`config.mk`:
```
export PLATFORM = sky130hd
export DESIGN_NAME = tvm_ctrl
export DESIGN_NICKNAME = d
export VERILOG_FILES = /design/src/rtl/tvm_pkg.sv /design/src/rtl/tvm_ctrl.sv
export SDC_FILE = /design/constraint.sdc
export NUM_CORES = 1
export LEC_CHECK = 0
export BUFFER_PORTS_ARGS = -buffer_cell sky130_fd_sc_hd__buf_2
export CAP_MARGIN = 20
export CORE_AREA = 2 2 39 41
export CTS_CLUSTER_DIAMETER = 120
export DETAILED_ROUTE_END_ITERATION = 12
export DIE_AREA = 0 0 41 43
export PLACE_DENSITY = 0.67
export SLEW_MARGIN = 0
export SYNTH_ARGS = -nofsm -noshare
export SYNTH_HDL_FRONTEND = slang
export SYNTH_SLANG_ARGS = --single-unit
```
`constraint.sdc`:
```
create_clock -name clk -period 1.4 [get_ports clk]
set_input_delay 0.14 -clock clk [delete_from_list [all_inputs] [get_ports clk]]
set_output_delay 0.14 -clock clk [all_outputs]
set_load 0.01 [all_outputs]
```
`src/rtl/tvm_pkg.sv`:
```
package tvm_pkg;

	localparam int FUNCW  = 2;
	localparam int ADDRW  = 10;
	localparam int OPW    = 5;
	localparam int REG_FW = 3;
	localparam int VALW   = 32;
	localparam int STATW  = 2;

	// host functions
	localparam logic [FUNCW-1:0] FUNC_LOAD  = 2'd0;
	localparam logic [FUNCW-1:0] FUNC_SETPC = 2'd1;
	localparam logic [FUNCW-1:0] FUNC_STEP  = 2'd2;
	localparam logic [FUNCW-1:0] FUNC_READ  = 2'd3;

	// status codes
	localparam logic [STATW-1:0] ST_OK      = 2'd0;
	localparam logic [STATW-1:0] ST_RANGE   = 2'd1;
	localparam logic [STATW-1:0] ST_ILLEGAL = 2'd2;

	// opcodes
	localparam logic [OPW-1:0] OP_DATA  = 5'd0;
	localparam logic [OPW-1:0] OP_LDI   = 5'd1;
	localparam logic [OPW-1:0] OP_STD   = 5'd2;
	localparam logic [OPW-1:0] OP_ADD   = 5'd3;
	localparam logic [OPW-1:0] OP_ADDI  = 5'd4;
	localparam logic [OPW-1:0] OP_STX   = 5'd5;
	localparam logic [OPW-1:0] OP_SUB   = 5'd6;
	localparam logic [OPW-1:0] OP_JMPIG = 5'd7;
	localparam logic [OPW-1:0] OP_JMP   = 5'd8;
	localparam logic [OPW-1:0] OP_JMPI  = 5'd9;
	localparam logic [OPW-1:0] OP_JMPIL = 5'd10;
	localparam logic [OPW-1:0] OP_JMPIE = 5'd11;
	localparam logic [OPW-1:0] OP_SWAP  = 5'd12;
	localparam logic [OPW-1:0] OP_SUBI  = 5'd13;
	localparam logic [OPW-1:0] OP_MULT  = 5'd14;
	localparam logic [OPW-1:0] OP_LDD   = 5'd15;
	localparam logic [OPW-1:0] OP_STOP  = 5'd16;

	typedef struct packed {
		logic [FUNCW-1:0]       func;
		logic [ADDRW-1:0]       address;
		logic [OPW-1:0]         opcode;
		logic [REG_FW-1:0]      reg_a;
		logic [REG_FW-1:0]      reg_b;
		logic signed [VALW-1:0] value;
	} req_t;

	typedef struct packed {
		logic [ADDRW-1:0]       pc;
		logic                   halted;
		logic [STATW-1:0]       status;
		logic [OPW-1:0]         word_opcode;
		logic [REG_FW-1:0]      word_reg_a;
		logic [REG_FW-1:0]      word_reg_b;
		logic signed [VALW-1:0] word_value;
	} rsp_t;

	typedef struct packed {
		logic [OPW-1:0]    opcode;
		logic [REG_FW-1:0] reg_a;
		logic [REG_FW-1:0] reg_b;
		logic [VALW-1:0]   value;
	} word_t;

	// controller to datapath
	typedef struct packed {
		logic accept;
		logic fetch;
		logic exec;
		logic load;
		logic swap2;
		logic put;
	} tvm_cmd_t;

	// datapath to controller
	typedef struct packed {
		logic in_fetch;
		logic req_step;
		logic go_ldd;
		logic go_swap;
		logic out_free;
	} tvm_sts_t;

endpackage

```
`src/rtl/tvm_ctrl.sv`:
```
module tvm_ctrl import tvm_pkg::*; (
	input  logic     clk,
	input  logic     arst_n,
	input  logic     req_valid,
	output logic     req_stall,
	input  tvm_sts_t sts,
	output tvm_cmd_t cmd
);

	typedef enum logic [5:0] {
		S_IDLE  = 6'b000001,
		S_FETCH = 6'b000010,
		S_EXEC  = 6'b000100,
		S_LOAD  = 6'b001000,
		S_SWAP  = 6'b010000,
		S_PUT   = 6'b100000
	} state_t;

	state_t state_q, state_d, entry;
	logic   open, accept;

	// a new request is taken while the previous response goes out
	assign open      = (state_q == S_IDLE) || ((state_q == S_PUT) && sts.out_free);
	assign req_stall = !open;
	assign accept    = req_valid && open;
	assign entry     = sts.in_fetch ? S_FETCH : S_PUT;

	always_comb begin
		cmd.accept = accept;
		cmd.fetch  = (state_q == S_FETCH);
		cmd.exec   = (state_q == S_EXEC);
		cmd.load   = (state_q == S_LOAD);
		cmd.swap2  = (state_q == S_SWAP);
		cmd.put    = (state_q == S_PUT) && sts.out_free;
	end

	always_comb begin
		state_d = state_q;
		case (state_q)
			S_IDLE: begin
				if (accept) state_d = entry;
			end
			S_FETCH: begin
				state_d = sts.req_step ? S_EXEC : S_PUT;
			end
			S_EXEC: begin
				if (sts.go_ldd) state_d = S_LOAD;
				else if (sts.go_swap) state_d = S_SWAP;
				else state_d = S_PUT;
			end
			S_LOAD, S_SWAP: begin
				state_d = S_PUT;
			end
			S_PUT: begin
				if (sts.out_free) state_d = accept ? entry : S_IDLE;
			end
			default: begin
				state_d = S_IDLE;
			end
		endcase
	end

	always_ff @(posedge clk or negedge arst_n) begin
		if (!arst_n) state_q <= S_IDLE;
		else state_q <= state_d;
	end

	a_exec_after_fetch: assert property (@(posedge clk) disable iff (!arst_n)
		(state_q == S_EXEC) |-> ($past(state_q) == S_FETCH))
		else $error("execute state entered without a fetch");

endmodule

```
==> results.json <==
{
  "drt_iter0_drc": 13,
  "p_sw_uw": 319,
  "drc_errors": 0,
  "tightest_slew_ns": 0.281,
  "avgSynthCellArea_um2": 8.63,
  "fin_nets": 85,
  "cp_max_fo": 4,
  "synth_compound_area_share_pct": 11.6,
  "powerDensity_mw_per_mm2": 1300,
  "syn_nets": 58,
  "rsz0062_at_grt": "yes",
  "finalSetupTns_ns": -0.221,
  "io_buffers": 14,
  "grt_usage_pct": 13.3,
  "synth_edf_count": 0,
  "synthAdderAreaFrac_pct": 0,
  "hold_path_depth": 2,
  "grt_max_degree": 9,
  "finalSetupViolCount": 7,
  "p_int_uw": 563,
  "setup_ws_ns": -0.0570,
  "holdCritPathClass": "primary input to flop",
  "status": "finished with violations",
  "power_frac_comb_pct": 51.3,
  "cts_buffers": 3,
  "synth_top_family_by_area": "simple AND/OR/NAND/NOR gates",
  "synth-simple-area-share_pct": 41.7,
  "r2r_cells": 5,
  "first_pass_iters": 4,
  "grt_pass1_wl_mm": 1.59,
  "drive_above_1_share_pct": 59.2,
  "drtAntennaViolNets": 0,
  "ys_types": 30,
  "dominantRegCellSynth": "dfrtp_1",
  "pwr-share-clk_pct": 19.1,
  "hpwlAfterDp_um": 685,
  "regMostFlops": "state_q",
  "grt_pass1_vias": 399,
  "syn_area_um2": 432,
  "antenna_found_initial": 0,
  "tritoncts": "built",
  "fmax_ghz": 0.686,
  "rows": 14,
  "fin_skew_ns": 0.00381,
  "async_flop_share_pct": 100,
  "cts_sinks": 6,
  "endpoint_kind": "output pin",
  "hold_violations": 0,
  "gp_congestion": 0.708,
  "slew_violations": 0,
  "top_regs": "state_q x6",
  "clk_latency_ns": 0.24,
  "swShare_pct": 36.2,
  "die_h_um": 43,
  "p_leak_uw": 0.000343,
  "period_share_pct": 104,
  "h-tree-depth": 1,
  "chipWidth_um": 41,
  "cts-root-buf": "clkbuf_4",
  "synth_cells": 50,
  "yosysWarningCount": 0,
  "critPathArrivalTime_ns": 1.32,
  "floorplan.initialDensity_pct": 31.2,
  "area_growth_pct": 57.7,
  "largest_register_ffs": 6,
  "critical_path_class": "flop to output pin",
  "max_slew_margin_pct": 81.0,
  "muxShareOfSynthArea_pct": 0,
  "clk_path_buf_depth": 2,
  "ir_worst_vdd_v": 0.000589,
  "core_area_mm2": 0.00138,
  "period_minus_slack_ns": 1.46,
  "synth_seq_cells": 6,
  "failed_checks": "negative setup slack",
  "cp_data_required_time_ns": 1.26,
  "maxCapViolCount": 0,
  "avgViaCountPerCell": 4.97,
  "synth_xor_area_share_pct": 4.06,
  "grt-ovfl-total": 0,
  "routed_wl_mm": 1.07,
  "vias": 457,
  "dieArea_mm2": 0.00176,
  "clk_pin_slew_ns": 0.05,
  "hold_ws_ns": 0.0747,
  "wire_per_inst_um": 11.7,
  "antenna-diode-count": 0,
  "yosysSeqAreaShare_pct": 35.1,
  "fin_util_pct": 49.2,
  "seqPwrFrac_pct": 29.6,
  "io_pins": 15,
  "start_kind": "flop"
}
## logic make-up (layout without fill, tap and decap cells)
family / after synthesis / count (layout)
AND/OR/NAND/NOR: 28 / 28
flip-flops: 6 / 6
XOR/XNOR: 2 / 2
AO/OA/AOI/OAI: 7 / 7
buffers and inverters: 7 / 33
## path summary, 6_finish.rpt
kind / from / endpoint / slack (ns)
worst min register to register: state_q[3]$_DFFE_PN0P_ / state_q[0]$_DFFE_PN1P_ / 0.70
worst max-delay path: state_q[0]$_DFFE_PN1P_ / cmd[3] / -0.06
worst min-delay path: sts[2] / state_q[4]$_DFFE_PN0P_ / 0.07
max in group asynchronous: arst_n / state_q[0]$_DFFE_PN1P_ / 0.93
worst max register to register: state_q[4]$_DFFE_PN0P_ / state_q[5]$_DFFE_PN0P_ / -0.03
min in group asynchronous: arst_n / state_q[3]$_DFFE_PN0P_ / 0.25
## stage by stage
step	area (um^2)	power (uW)	setup slack [ns]	std cells
CTS	616	849	-0.111	88
detailed placement	504	543	0.0265	77
global route	681	950	-0.141	92
global placement	504	538	0.0668	77
finish	681	883	-0.0570	92
floorplan	432	470	0.101	50
## metal layers
layer  GRT usage (%)  vias to the layer above  wire, um
li1                -                      230         -
met1            17.8                      212       472
met2            18.8                       13       549
met3            1.57                        2        48
met4            10.0                        0         4
met5               0                        -         0
## repair_timing
| action | in CTS | in global routing |
|---|---|---|
| gates resized for setup | 10 | 7 |
| pin swaps | 6 | 8 |
| buffers inserted | 6 | 4 |
| hold endpoints to repair | 6 | 0 |
| setup endpoints to repair | 5 | 9 |
| hold buffers | 1 | 0 |
## cell usage after synthesis, drive strengths merged, types with 2 or more instances
cell / number / area (um^2)
buf: 3 / 17.5
and4b: 2 / 21.3
o21ai: 2 / 10.0
nor2: 7 / 33.8
nand4b: 3 / 26.3
inv: 4 / 15.0
nor2b: 2 / 12.5
or3: 2 / 12.5
dfrtp: 5 / 125
and2: 3 / 18.8
a21oi: 2 / 13.8
## cells in the final DEF, fill, tap and decap left out, drive strengths merged
cell type    Yosys  layout
inv              4       4
dfstp            1       1
nand4            1       1
xnor2            1       1
dfrtp            5       5
buf              3      24
xor2             1       1
nor2             7       7
nand2            1       1
a21oi            2       2
o211ai           1       1
or3              2       2
nor4b            1       1
nor3b            1       1
nor2b            2       2
nor4             1       1
and2             3       3
and3             1       1
dlygate4sd3      0       1
nand4b           3       3
nand3            1       1
and4b            2       2
o21ai            2       2
nor3             1       1
o32a             1       1
o32ai            1       1
nand2b           1       1
clkbuf           0       4
## worst max-delay path: stages, from the launching register on
cell      delay (ns)
dfstp_2         0.54
buf_4           0.13
nor2_4          0.04
nand4b_1        0.14
inv_1           0.08
buf_2           0.14
## power by group through the flow
stage | Clock (uW) | Combinational, uW | Sequential, uW
2_1_floorplan | 0 | 220 | 250
3_3_place_gp | 0 | 279 | 259
3_5_place_dp | 0 | 280 | 262
4_1_cts | 180 | 413 | 255
5_1_grt | 191 | 495 | 264
6_report | 168 | 453 | 261
## area by class of cell
cell class / count / area [um^2]
timing repair buffer: 25 / 171
tap: 16 / 20.0
inverter: 4 / 15.0
fill: 138 / 703
multi-input combinational: 37 / 290
clock buffer: 4 / 26.3
sequential: 6 / 158
No activity file was read; power rests on OpenSTA's default activity.
